File: src/sv/tile_block_and_palette_allocator_macros.svh
// Assertion macros for the tile block and palette allocator.
// Used by the top level; no other dependencies.
`ifndef TILE_BLOCK_AND_PALETTE_ALLOCATOR_MACROS_SVH
`define TILE_BLOCK_AND_PALETTE_ALLOCATOR_MACROS_SVH

`ifndef ASSERT_OFF

// a implies b in the same cycle, off during reset
`define TBPA_ASSERT_IMPLY(label, clk, rst, a, b) \
  label: assert property (@(posedge clk) disable iff (rst) (a) |-> (b)) \
    else $error("tbpa assertion failed");

// a implies b in the next cycle, off during reset
`define TBPA_ASSERT_NEXT(label, clk, rst, a, b) \
  label: assert property (@(posedge clk) disable iff (rst) (a) |=> (b)) \
    else $error("tbpa assertion failed");

// a implies b in the next cycle, also checked across reset
`define TBPA_ASSERT_NEXT_ALWAYS(label, clk, a, b) \
  label: assert property (@(posedge clk) (a) |=> (b)) \
    else $error("tbpa assertion failed");

`else

`define TBPA_ASSERT_IMPLY(label, clk, rst, a, b)
`define TBPA_ASSERT_NEXT(label, clk, rst, a, b)
`define TBPA_ASSERT_NEXT_ALWAYS(label, clk, a, b)

`endif

`endif

File: src/sv/tbpa_pkg.sv
// Shared constants, codes and types of the tile block and palette allocator.
// No dependencies.
package tbpa_pkg;

  localparam int TILE_SLOTS      = 1024;
  localparam int PALETTE_SLOTS   = 16;
  localparam int MAX_BLOCK_TILES = 64;
  localparam int COUNT_W         = 16;

  // fixed field widths
  localparam int OP_W      = 2;
  localparam int PSLOT_W   = 4;
  localparam int TCOUNT_W  = 7;
  localparam int TSTART_W  = 10;
  localparam int STATUS_W  = 2;
  localparam int TBASE_W   = 10;

  // derived widths
  localparam int TILE_W = $clog2(TILE_SLOTS);
  localparam int PTR_W  = $clog2(TILE_SLOTS + MAX_BLOCK_TILES + 1);
  localparam int PAL_W  = (PALETTE_SLOTS > 1) ? $clog2(PALETTE_SLOTS) : 1;

  localparam logic [COUNT_W-1:0] COUNT_MAX = '1;

  localparam logic [OP_W-1:0] OP_LOAD   = 2'd0;
  localparam logic [OP_W-1:0] OP_UNLOAD = 2'd1;
  localparam logic [OP_W-1:0] OP_CLEAR  = 2'd2;

  localparam logic [STATUS_W-1:0] ST_DONE    = 2'd0;
  localparam logic [STATUS_W-1:0] ST_IGNORED = 2'd1;
  localparam logic [STATUS_W-1:0] ST_NO_PAL  = 2'd2;
  localparam logic [STATUS_W-1:0] ST_NO_TILE = 2'd3;

  localparam logic [1:0] MARK_FREE = 2'd0;
  localparam logic [1:0] MARK_HEAD = 2'd1;
  localparam logic [1:0] MARK_CONT = 2'd2;

  typedef enum logic [2:0] {
    S_CLEAR,
    S_IDLE,
    S_DECIDE,
    S_SCAN,
    S_MARK,
    S_UNL_RD,
    S_UNL_CHK,
    S_FINISH
  } state_t;

  typedef struct packed {
    logic capture;
    logic decide;
    logic clr_step;
    logic scan;
    logic mark_step;
    logic unl_read;
    logic unl_free;
    logic load_out;
  } cmd_t;

  typedef struct packed {
    logic clr_last;
    logic go_scan;
    logic go_unload;
    logic scan_found;
    logic scan_fail;
    logic mark_last;
    logic unl_end;
    logic unl_cont;
  } sts_t;

endpackage

File: src/sv/tbpa_ctrl.sv
// Sequencer of the allocator: clearing pass, request decode, block scan,
// marking and unload walk. Depends on tbpa_pkg.
module tbpa_ctrl import tbpa_pkg::*; (
  input  logic clk,
  input  logic rst,
  input  logic in_valid,
  output logic in_stall,
  output logic out_valid,
  input  logic out_stall,
  input  sts_t sts,
  output cmd_t cmd
);

  state_t state, state_next;
  logic   out_valid_next;
  logic   out_free;

  assign out_free = !out_valid || !out_stall;
  assign in_stall = (state != S_IDLE);

  always_ff @(posedge clk) begin
    if (rst) begin
      state     <= S_CLEAR;
      out_valid <= 1'b0;
    end else begin
      state     <= state_next;
      out_valid <= out_valid_next;
    end
  end

  always_comb begin
    state_next = state;
    unique case (state)
      S_CLEAR:   if (sts.clr_last) state_next = S_IDLE;
      S_IDLE:    if (in_valid) state_next = S_DECIDE;
      S_DECIDE: begin
        priority if (sts.go_scan) state_next = S_SCAN;
        else if (sts.go_unload)   state_next = S_UNL_RD;
        else                      state_next = S_FINISH;
      end
      S_SCAN: begin
        priority if (sts.scan_fail) state_next = S_FINISH;
        else if (sts.scan_found)    state_next = S_MARK;
        else                        state_next = S_SCAN;
      end
      S_MARK:    if (sts.mark_last) state_next = S_FINISH;
      S_UNL_RD:  state_next = sts.unl_end ? S_FINISH : S_UNL_CHK;
      S_UNL_CHK: state_next = sts.unl_cont ? S_UNL_RD : S_FINISH;
      S_FINISH:  if (out_free) state_next = S_IDLE;
      default:   state_next = S_CLEAR;
    endcase
  end

  always_comb begin
    cmd            = '0;
    out_valid_next = out_valid && out_stall;
    unique case (state)
      S_CLEAR:   cmd.clr_step  = 1'b1;
      S_IDLE:    cmd.capture   = in_valid;
      S_DECIDE:  cmd.decide    = 1'b1;
      S_SCAN:    cmd.scan      = 1'b1;
      S_MARK:    cmd.mark_step = 1'b1;
      S_UNL_RD:  cmd.unl_read  = 1'b1;
      S_UNL_CHK: cmd.unl_free  = sts.unl_cont;
      S_FINISH: begin
        if (out_free) begin
          cmd.load_out   = 1'b1;
          out_valid_next = 1'b1;
        end
      end
      default: ;
    endcase
  end

endmodule

File: src/sv/tbpa_dp.sv
// Datapath of the allocator: request registers, tile mark memory, scan
// pointers, palette reference counts and the result register. Depends on tbpa_pkg.
module tbpa_dp import tbpa_pkg::*; (
  input  logic                clk,
  input  logic                rst,
  input  cmd_t                cmd,
  output sts_t                sts,
  input  logic [OP_W-1:0]     op,
  input  logic                sprite_loaded,
  input  logic                palette_loaded,
  input  logic [PSLOT_W-1:0]  palette_slot,
  input  logic [TCOUNT_W-1:0] tile_count,
  input  logic [TSTART_W-1:0] tile_start,
  output logic [STATUS_W-1:0] status,
  output logic [TBASE_W-1:0]  tile_base,
  output logic [PSLOT_W-1:0]  palette_used,
  output logic                palette_assigned,
  output logic                palette_released
);

  // request
  logic [OP_W-1:0]     op_r;
  logic                sl_r;
  logic                pl_r;
  logic [PSLOT_W-1:0]  pslot_r;
  logic [TCOUNT_W-1:0] cnt_r;
  logic [TSTART_W-1:0] start_r;

  // scan and walk pointers
  logic [PAL_W-1:0] pal_r;
  logic [PTR_W-1:0] bstart;
  logic [PTR_W-1:0] raddr;
  logic [PTR_W-1:0] rchk;
  logic             rd_valid;

  logic [1:0] mem [TILE_SLOTS];
  logic [1:0] rd_data;

  logic [COUNT_W-1:0] pcount [PALETTE_SLOTS];

  // pending result
  logic [STATUS_W-1:0] res_status;
  logic [TBASE_W-1:0]  res_base;
  logic [PSLOT_W-1:0]  res_pal;
  logic                res_assigned;
  logic                res_released;

  logic [PTR_W-1:0]  n;
  logic [PTR_W-1:0]  bend;
  logic              is_load, is_unload, is_clear;
  logic              pslot_ok, count_ok, start_ok;
  logic [PAL_W-1:0]  pidx;
  logic [PAL_W-1:0]  free_idx;
  logic              any_zero;
  logic              have_pal;
  logic [PAL_W-1:0]  pal_pick;
  logic              rd_free, mismatch, found, scan_fail;
  logic              issue, unl_issue, rd_en;
  logic              we;
  logic [TILE_W-1:0] waddr;
  logic [1:0]        wdata;

  assign n         = PTR_W'(cnt_r);
  assign bend      = bstart + n;
  assign is_load   = (op_r == OP_LOAD) && !sl_r;
  assign is_unload = (op_r == OP_UNLOAD) && sl_r;
  assign is_clear  = (op_r == OP_CLEAR);
  assign pslot_ok  = 32'(pslot_r) < 32'(PALETTE_SLOTS);
  assign count_ok  = (cnt_r != '0) && (32'(cnt_r) <= 32'(MAX_BLOCK_TILES));
  assign start_ok  = 32'(start_r) < 32'(TILE_SLOTS);
  assign pidx      = PAL_W'(pslot_r);

  // lowest palette slot with no references
  always_comb begin
    free_idx = '0;
    any_zero = 1'b0;
    for (int p = PALETTE_SLOTS - 1; p >= 0; p--) begin
      if (pcount[p] == '0) begin
        free_idx = PAL_W'(p);
        any_zero = 1'b1;
      end
    end
  end

  assign have_pal = pl_r ? pslot_ok : any_zero;
  assign pal_pick = pl_r ? pidx : free_idx;

  // scan: one slot read per cycle, drop the in-flight read on a used slot
  assign scan_fail = bend > PTR_W'(TILE_SLOTS);
  assign rd_free   = (rd_data == MARK_FREE);
  assign mismatch  = rd_valid && !rd_free;
  assign found     = !scan_fail && rd_valid && rd_free && (rchk == bend - 1'b1);
  assign issue     = cmd.scan && !scan_fail && !mismatch && !found && (raddr < bend);
  assign unl_issue = cmd.unl_read && (raddr < PTR_W'(TILE_SLOTS));
  assign rd_en     = issue || unl_issue;

  always_comb begin
    sts.clr_last   = (raddr == PTR_W'(TILE_SLOTS - 1));
    sts.go_scan    = is_load && have_pal && count_ok;
    sts.go_unload  = is_unload && start_ok;
    sts.scan_found = found;
    sts.scan_fail  = scan_fail;
    sts.mark_last  = (raddr == bend - 1'b1);
    sts.unl_end    = (raddr >= PTR_W'(TILE_SLOTS));
    sts.unl_cont   = (rd_data == MARK_CONT);
  end

  // single write port
  always_comb begin
    we    = 1'b0;
    waddr = raddr[TILE_W-1:0];
    wdata = MARK_FREE;
    priority if (cmd.clr_step) begin
      we = 1'b1;
    end else if (cmd.decide && is_unload && start_ok) begin
      we    = 1'b1;
      waddr = TILE_W'(start_r);
    end else if (cmd.mark_step) begin
      we    = 1'b1;
      wdata = (raddr == bstart) ? MARK_HEAD : MARK_CONT;
    end else if (cmd.unl_free) begin
      we = 1'b1;
    end
  end

  always_ff @(posedge clk) begin
    if (we) mem[waddr] <= wdata;
    if (rd_en) rd_data <= mem[raddr[TILE_W-1:0]];
  end

  always_ff @(posedge clk) begin
    if (cmd.capture) begin
      op_r    <= op;
      sl_r    <= sprite_loaded;
      pl_r    <= palette_loaded;
      pslot_r <= palette_slot;
      cnt_r   <= tile_count;
      start_r <= tile_start;
    end
  end

  always_ff @(posedge clk) begin
    if (rst) begin
      raddr    <= '0;
      rd_valid <= 1'b0;
    end else begin
      if (cmd.clr_step || cmd.mark_step || cmd.unl_free) raddr <= raddr + 1'b1;
      if (cmd.decide) begin
        rd_valid <= 1'b0;
        if (is_load) begin
          bstart <= n;
          raddr  <= n;
        end else if (is_unload) begin
          raddr <= PTR_W'(start_r) + 1'b1;
        end
      end
      if (cmd.scan) begin
        priority if (scan_fail) begin
          rd_valid <= 1'b0;
        end else if (mismatch) begin
          // advance to the next aligned block
          bstart   <= bend;
          raddr    <= bend;
          rd_valid <= 1'b0;
        end else if (found) begin
          raddr    <= bstart;
          rd_valid <= 1'b0;
        end else begin
          rd_valid <= issue;
          rchk     <= raddr;
          if (issue) raddr <= raddr + 1'b1;
        end
      end
    end
  end

  always_ff @(posedge clk) begin
    if (rst) begin
      for (int p = 0; p < PALETTE_SLOTS; p++) pcount[p] <= '0;
    end else begin
      if (cmd.decide && is_clear) begin
        for (int p = 0; p < PALETTE_SLOTS; p++) pcount[p] <= '0;
      end
      if (cmd.decide && is_unload && pslot_ok && (pcount[pidx] != '0)) begin
        pcount[pidx] <= pcount[pidx] - 1'b1;
      end
      if (cmd.scan && found && (pcount[pal_r] != COUNT_MAX)) begin
        pcount[pal_r] <= pcount[pal_r] + 1'b1;
      end
    end
  end

  always_ff @(posedge clk) begin
    if (cmd.decide) begin
      res_status   <= ST_IGNORED;
      res_base     <= '0;
      res_pal      <= '0;
      res_assigned <= 1'b0;
      res_released <= 1'b0;
      priority if (is_load) begin
        if (!have_pal) begin
          res_status <= ST_NO_PAL;
        end else begin
          res_status <= ST_NO_TILE;
          res_pal    <= PSLOT_W'(pal_pick);
          pal_r      <= pal_pick;
        end
      end else if (is_unload) begin
        res_status   <= ST_DONE;
        res_pal      <= pslot_r;
        res_released <= pslot_ok && (pcount[pidx] <= COUNT_W'(1));
      end else if (is_clear) begin
        res_status <= ST_DONE;
      end else begin
        res_status <= ST_IGNORED;
      end
    end
    if (cmd.scan && found) begin
      res_status   <= ST_DONE;
      res_base     <= TBASE_W'(bstart);
      res_assigned <= !pl_r;
    end
  end

  always_ff @(posedge clk) begin
    if (cmd.load_out) begin
      status           <= res_status;
      tile_base        <= res_base;
      palette_used     <= res_pal;
      palette_assigned <= res_assigned;
      palette_released <= res_released;
    end
  end

endmodule

File: src/sv/tile_block_and_palette_allocator.sv
// Tile block and palette allocator, top level.
// Input channel (in_valid/in_stall) takes one request: load, unload or clear.
// Output channel (out_valid/out_stall) returns exactly one result per request.
// Load picks a palette slot, then scans the tile map for a free block aligned
// to tile_count, reading one tile mark per cycle from the tile mark memory;
// a used slot drops the read in flight and restarts at the next aligned block.
// Unload frees the head slot and the continuation slots that follow it.
// One request is in work at a time; the next one is taken at the earliest in
// the cycle after the previous result is loaded.
// After reset the tile map (TILE_SLOTS slots, 1024 here) is cleared one slot
// per cycle; in_stall stays high until that pass ends.
// A finished result sits in the output register while out_stall is high; the
// next request is taken meanwhile, and its result waits until the register
// is free.
// Depends on tbpa_pkg, tbpa_ctrl, tbpa_dp and the assertion macro header.
`include "tile_block_and_palette_allocator_macros.svh"

module tile_block_and_palette_allocator import tbpa_pkg::*; (
  input  logic                clk,
  input  logic                rst,
  input  logic                in_valid,
  output logic                in_stall,
  input  logic [OP_W-1:0]     op,
  input  logic                sprite_loaded,
  input  logic                palette_loaded,
  input  logic [PSLOT_W-1:0]  palette_slot,
  input  logic [TCOUNT_W-1:0] tile_count,
  input  logic [TSTART_W-1:0] tile_start,
  output logic                out_valid,
  input  logic                out_stall,
  output logic [STATUS_W-1:0] status,
  output logic [TBASE_W-1:0]  tile_base,
  output logic [PSLOT_W-1:0]  palette_used,
  output logic                palette_assigned,
  output logic                palette_released
);

  cmd_t cmd;
  sts_t sts;

  tbpa_ctrl u_ctrl (
    .clk       (clk),
    .rst       (rst),
    .in_valid  (in_valid),
    .in_stall  (in_stall),
    .out_valid (out_valid),
    .out_stall (out_stall),
    .sts       (sts),
    .cmd       (cmd)
  );

  tbpa_dp u_dp (
    .clk              (clk),
    .rst              (rst),
    .cmd              (cmd),
    .sts              (sts),
    .op               (op),
    .sprite_loaded    (sprite_loaded),
    .palette_loaded   (palette_loaded),
    .palette_slot     (palette_slot),
    .tile_count       (tile_count),
    .tile_start       (tile_start),
    .status           (status),
    .tile_base        (tile_base),
    .palette_used     (palette_used),
    .palette_assigned (palette_assigned),
    .palette_released (palette_released)
  );

  // the clearing pass holds off requests right after reset
  `TBPA_ASSERT_NEXT_ALWAYS(a_clear_holds_input, clk, rst, in_stall)
  // one request at a time: busy right after taking one
  `TBPA_ASSERT_NEXT(a_busy_after_accept, clk, rst, in_valid && !in_stall, in_stall)
  `TBPA_ASSERT_IMPLY(a_no_tile_clean, clk, rst, out_valid && status == ST_NO_TILE,
                     tile_base == '0 && !palette_assigned)
  `TBPA_ASSERT_IMPLY(a_release_is_unload, clk, rst, out_valid && palette_released,
                     status == ST_DONE && tile_base == '0 && !palette_assigned)

endmodule

File: config.mk
export PLATFORM = sky130hd
export DESIGN_NAME = tile_block_and_palette_allocator
export DESIGN_NICKNAME = d
export VERILOG_FILES = /design/src/sv/tbpa_pkg.sv /design/src/sv/tbpa_ctrl.sv /design/src/sv/tbpa_dp.sv /design/src/sv/tile_block_and_palette_allocator.sv
export VERILOG_INCLUDE_DIRS = /design/src /design/src/sv
export SDC_FILE = /design/constraint.sdc
export NUM_CORES = 2
export LEC_CHECK = 0
export BUFFER_PORTS_ARGS = -buffer_cell sky130_fd_sc_hd__buf_2
export CAP_MARGIN = 25
export CORE_MARGIN = 2
export CORE_UTILIZATION = 30
export DETAILED_ROUTE_END_ITERATION = 8
export REMOVE_ABC_BUFFERS = 1
export SYNTH_ARGS = -nofsm -noshare
export SYNTH_HDL_FRONTEND = slang
export SYNTH_SLANG_ARGS = --single-unit
File: constraint.sdc
create_clock -name clk -period 91.4 [get_ports clk]
set_clock_uncertainty 0.2 [all_clocks]
set_input_delay 13.71 -clock clk [delete_from_list [all_inputs] [get_ports clk]]
set_output_delay 13.71 -clock clk [all_outputs]
set_load 0.1 [all_outputs]
After elaboration in Yosys (flattened, before gate mapping). Memory sizes are Yosys's and may differ from the RTL's. A register that Yosys moved wholly into a read port is not among the register bits. Cells that the tools add are included.

Add/sub/neg operators: 6. $lt $le $gt $ge: 6. Equal/unequal tests: 20. Mux-type cells: 132. Bitwise operators: 21. Reductions and logical operators: 61.

Operators with widths (number): two-way mux 16 bit (18); logical NOT 16 bit (16); two-way mux 11 bit (14); two-way mux 4 bit (24); two-way mux 1 bit (56); two-way mux 10 bit (4); == test 11 bit (3); OR reduction 16 bit (2); case mux 3 bit (8 select lines) (1); two-way mux 3 bit (7); logical AND 1 bit (20); adder 16 x 1 -> 16 bit, second input constant (1); less-or-equal comparator 16 x 1 -> 1 bit, second input constant (1); two-way mux 2 bit (8); inequality test 16 bit, second input constant (1); OR 1 bit (16); nonzero test 16 bit (1); subtractor 16 x 1 -> 16 bit, second input constant (1); == test 3 bit, second input constant (4); adder 10 x 1 -> 11 bit, second input constant (1); adder 11 x 1 -> 11 bit, second input constant (1); adder 11 x 7 -> 11 bit (1); == test 11 x 10 -> 1 bit, second input constant (1); >= comparator 11 bit, second input constant (1); 23 further kinds (43).

Flip-flop bits (word level): 103. Bits in writable memories: 2304. Input bits: 29. Output and inout bits: 20. Logic and storage cells: 271. Memories: 2.

Memory list: u_dp.mem (words 1024, bits a word 2, read ports 1, clocked after Yosys merged registers in 1, wr ports 1, line tbpa_dp.sv:36) `logic [1:0] mem [TILE_SLOTS];`; u_dp.pcount (words 16, bits a word 16, read ports 18, clocked after Yosys merged registers in 2, wr ports 16, line tbpa_dp.sv:39) `logic [COUNT_W-1:0] pcount [PALETTE_SLOTS];`.

Depth between registers and ports, before layout. An unclocked memory read counts as a cell.

Depth after elaboration: 23. Depth in mapped cells: 20.

Modules after synthesis. A second synthesis with hierarchy kept.

Cell total of the unflattened synthesis: 6420. Area total of the unflattened synthesis: 107184.0 um^2.

By module, submodules not included: tbpa_dp (times used 1, cells each 6371, area each 106821.2 um^2, sequential area each 72239.3 um^2); tbpa_ctrl (times used 1, cells each 49, area each 362.8 um^2, sequential area each 80.1 um^2).

Worst setup path before layout. Ideal clock, no wire load.

Path type: register to register. Start: reg u_dp.raddr[0]. End: mem u_dp.mem[0][0], data pin. Library setup time: 10.598 ns. Arrival: 55.282 ns. Data required time: 80.602 ns. Slack: 25.321 ns. Stages on the path, launching flop included: 7. Buffers on the path: 3. Cells stage by stage: dfxtp_1 > clkbuf_1 > clkbuf_1 > clkbuf_1 > xnor2_1 > nand3_1 > nor4_1.

Word-level cells in the longest chain between the ends: 5.

Ends and longest elaborated chain: start, declared (line tbpa_dp.sv:32) `logic [PTR_W-1:0] raddr;`; start signal, assigned (line tbpa_dp.sv:147) `if (cmd.clr_step || cmd.mark_step || cmd.unl_free) raddr <= raddr + 1'b1;`; start signal, assigned (line tbpa_dp.sv:152) `raddr <= n;`; start signal, assigned (line tbpa_dp.sv:154) `raddr <= PTR_W'(start_r) + 1'b1;`; == test 11 bit (line tbpa_dp.sv:120) `wdata = (raddr == bstart) ? MARK_HEAD : MARK_CONT;`; two-way mux 2 bit (line tbpa_dp.sv:120); two-way mux 2 bit (line tbpa_dp.sv:118) `end else if (cmd.mark_step) begin`; two-way mux 2 bit (line tbpa_dp.sv:115) `end else if (cmd.decide && is_unload && start_ok) begin`; two-way mux 2 bit (line tbpa_dp.sv:113) `priority if (cmd.clr_step) begin`; named net u_dp.wdata[0] (line tbpa_dp.sv:61) `logic [1:0] wdata;`; end, declared (line tbpa_dp.sv:36).

The timed path passes the listed nets, and every way through them passes these cells.

==> results.toml <==
[cts]
cts-resized-gates = 0
cts_tree = "yes"
path_clk_slew_ns = 0.06
clockBufferDepth = 4
cts_sinks = 2417
htreeDepth = 4
insertion_delay_ns = 0.93
post_cts_buffers = 0
cts_hold_buf = 0
clock-root-buffer = "clkbuf_16"
cts_made_buffers = 245

[floorplanning]
fp-row-count = 216
die-area_um2 = 352000
io_pins = 49
dieWidth_um = 593
fp.coreArea_um2 = 346000
start_util = 0.301
die-height_um = 593

[routing]
wirelength_um = 287000
drc = 0
drt-initial-drc-count = 7126
via_per_inst = 5.34
firstDrtPassIters = 6
wire_per_inst_um = 26.6
drtAntennaViolNets = 0
vias = 57466

[synthesis]
synthesis.area_um2 = 104000
synth_top_family_by_area = "multiplexers"
synth.most_common_cell = "edfxtp_1"
postSynthCellCount = 6023
synthAdderAreaFrac = 0.00295
synthTopCellsByCount = "edfxtp_1, nor2_1, mux4_2"
synth_xor_area_frac = 0.00830
synthArstFlopShare = 0
netlist.area_leader.share = 0.689
synth_edf_count = 2391
muxShareOfSynthArea = 0.183
avgSynthCellArea_um2 = 17.3
synth_ff_type = "edfxtp_1"
synth_top_area_cell = "edfxtp_1"
synth.area.top_cells = "edfxtp_1, mux4_2, nor2_1, clkbuf_1, nand2_1"
synth_simple_gate_area_share = 0.0742
yosysWarnings = 0
synth_cell_types = 90
synth_compound_area_frac = 0.0175
yosysSeqAreaShare = 0.694
ys_ff_latch = 2417

[layout]
fill_cells = 32432
fin_util = 0.343
drive_above_1_share = 0.240
syn_to_final_growth_pct = 13.9
final_nets = 6038

[timing]
finalSetupViolCount = 0
fmaxAchievable_mhz = 59.7
rsz0062_at_grt = "false"
tightestPinTransition_ns = 1.26
fin_crit_sh = 0.183
whs_ns = 0.228
hold_violations = 0
worst_slack_ns = 74.64
fin_tns_setup_ns = 0
period_needed_ns = 16.76
drv_slew = 0
relSlewSlack = 0.159

[grt]
grt-ovfl-total = 0
grt_use_total = 0.159
grt_max_degree = 234
antenna_found_initial = 8
grt_pass1_wl_um = 413000
grt_pass1_vias = 57957

[worst_setup_path]
r2r_slack_ns = 84.63
endpoint_kind = "register"
critPathMaxFanout = 17
required_ns = 91.67
cp.arrival_ns = 17.03
start_kind = "input pin"
worstSetupStartpoint = "rst"
path_class = "input pin to register"
r2r_start = "u_dp.bstart[0]"

[place]
dp_slack_ns = 73.79
dpl.hpwl_um = 168000
gp_congestion = 0.929
port_buffers = 48

[pwr]
power.total_w = 0.00296
cellLeakagePower_nw = 34.6
cellPowerDensity_nw_per_um2 = 24.9
ir_drop_mv = 0.0240

[outcome]
status = "complete, no violations"

[job]
drv_cap = 0

[min_path]
hp-start = "u_dp.res_assigned"
hold_class = "register to register"
-- layout by cell type (no fill, tap or decap), drive strengths merged, types with 69 or more instances in the layout --
cell type	Yosys	routed
buf	158	192
edfxtp	2391	2391
clkinv	1	111
nor4	71	71
clkbuf	319	292
nor2	1363	1363
nand2	172	172
nand3	72	72
mux4	812	812
xnor2	69	69
-- registers in the layout, indices dropped and copies added, names as in the netlist, 7 cells and up, named ones only --
name,cells
u_dp.tile_base,10
u_dp.rchk,11
u_dp.mem,2048
u_dp.pcount,256
u_dp.res_base,10
u_dp.bstart,11
u_dp.cnt_r,7
u_dp.raddr,11
u_dp.start_r,10
-- layer usage --
metal / track usage / share of wire
met4: 0.0482 / 0.033
met5: 0 / 0
met2: 0.259 / 0.48
met3: 0.0273 / 0.089
met1: 0.216 / 0.40
-- cell families after synthesis --
group           Yosys count
compound gates          249
xor+xnor                 94
fa+ha+maj                24
buf+inv                 507
flops                  2417
mux                     882
simple gates           1850
-- worst paths after layout --
path                           endpoint  depth (start not counted)
setup reg to reg      u_dp.pcount[9][3]                         14
hold reg to reg   u_dp.palette_assigned                          0
hold / removal    u_dp.palette_assigned                          0
setup / recovery      u_dp.pcount[1][4]                          7
-- where the power goes --
part | internal, W | switching (W) | leakage [nW] | total (W)
clock | 0.000586 | 0.000430 | 3.93 | 0.00102
combinational | 0.000244 | 0.000386 | 9.15 | 0.000630
sequential | 0.00128 | 0.0000299 | 21.5 | 0.00131
-- stage by stage --
step	instance area [um^2]	std cells
4_1_cts	118000	10755
3_5_place_dp	110000	10302
3_3_place_gp	110000	10269
5_1_grt	119000	10769
6_report	119000	10770
2_1_floorplan	102000	5546
-- critical path: stages --
cell	delay, ns
buf_2	0.26
inv_1	0.60
nand2_1	0.28
a2111oi_2	0.72
nor2_1	0.19
o41a_1	0.62
nand2_1	0.62
-- cell type report --
class | count | area, um^2 | area share
flip-flops and latches | 2417 | 72300 | 0.609
clock buffers | 292 | 6450 | 0.0543
repair buffers | 192 | 2140 | 0.0180
inverters | 30 | 121 | 0.00102
multi-input cells | 3099 | 30400 | 0.256
diodes | 1 | 2.50 | 0.0000211
clock inverters | 161 | 1620 | 0.0137
well taps | 4578 | 5730 | 0.0482
Power figures use the tool's default switching activity.
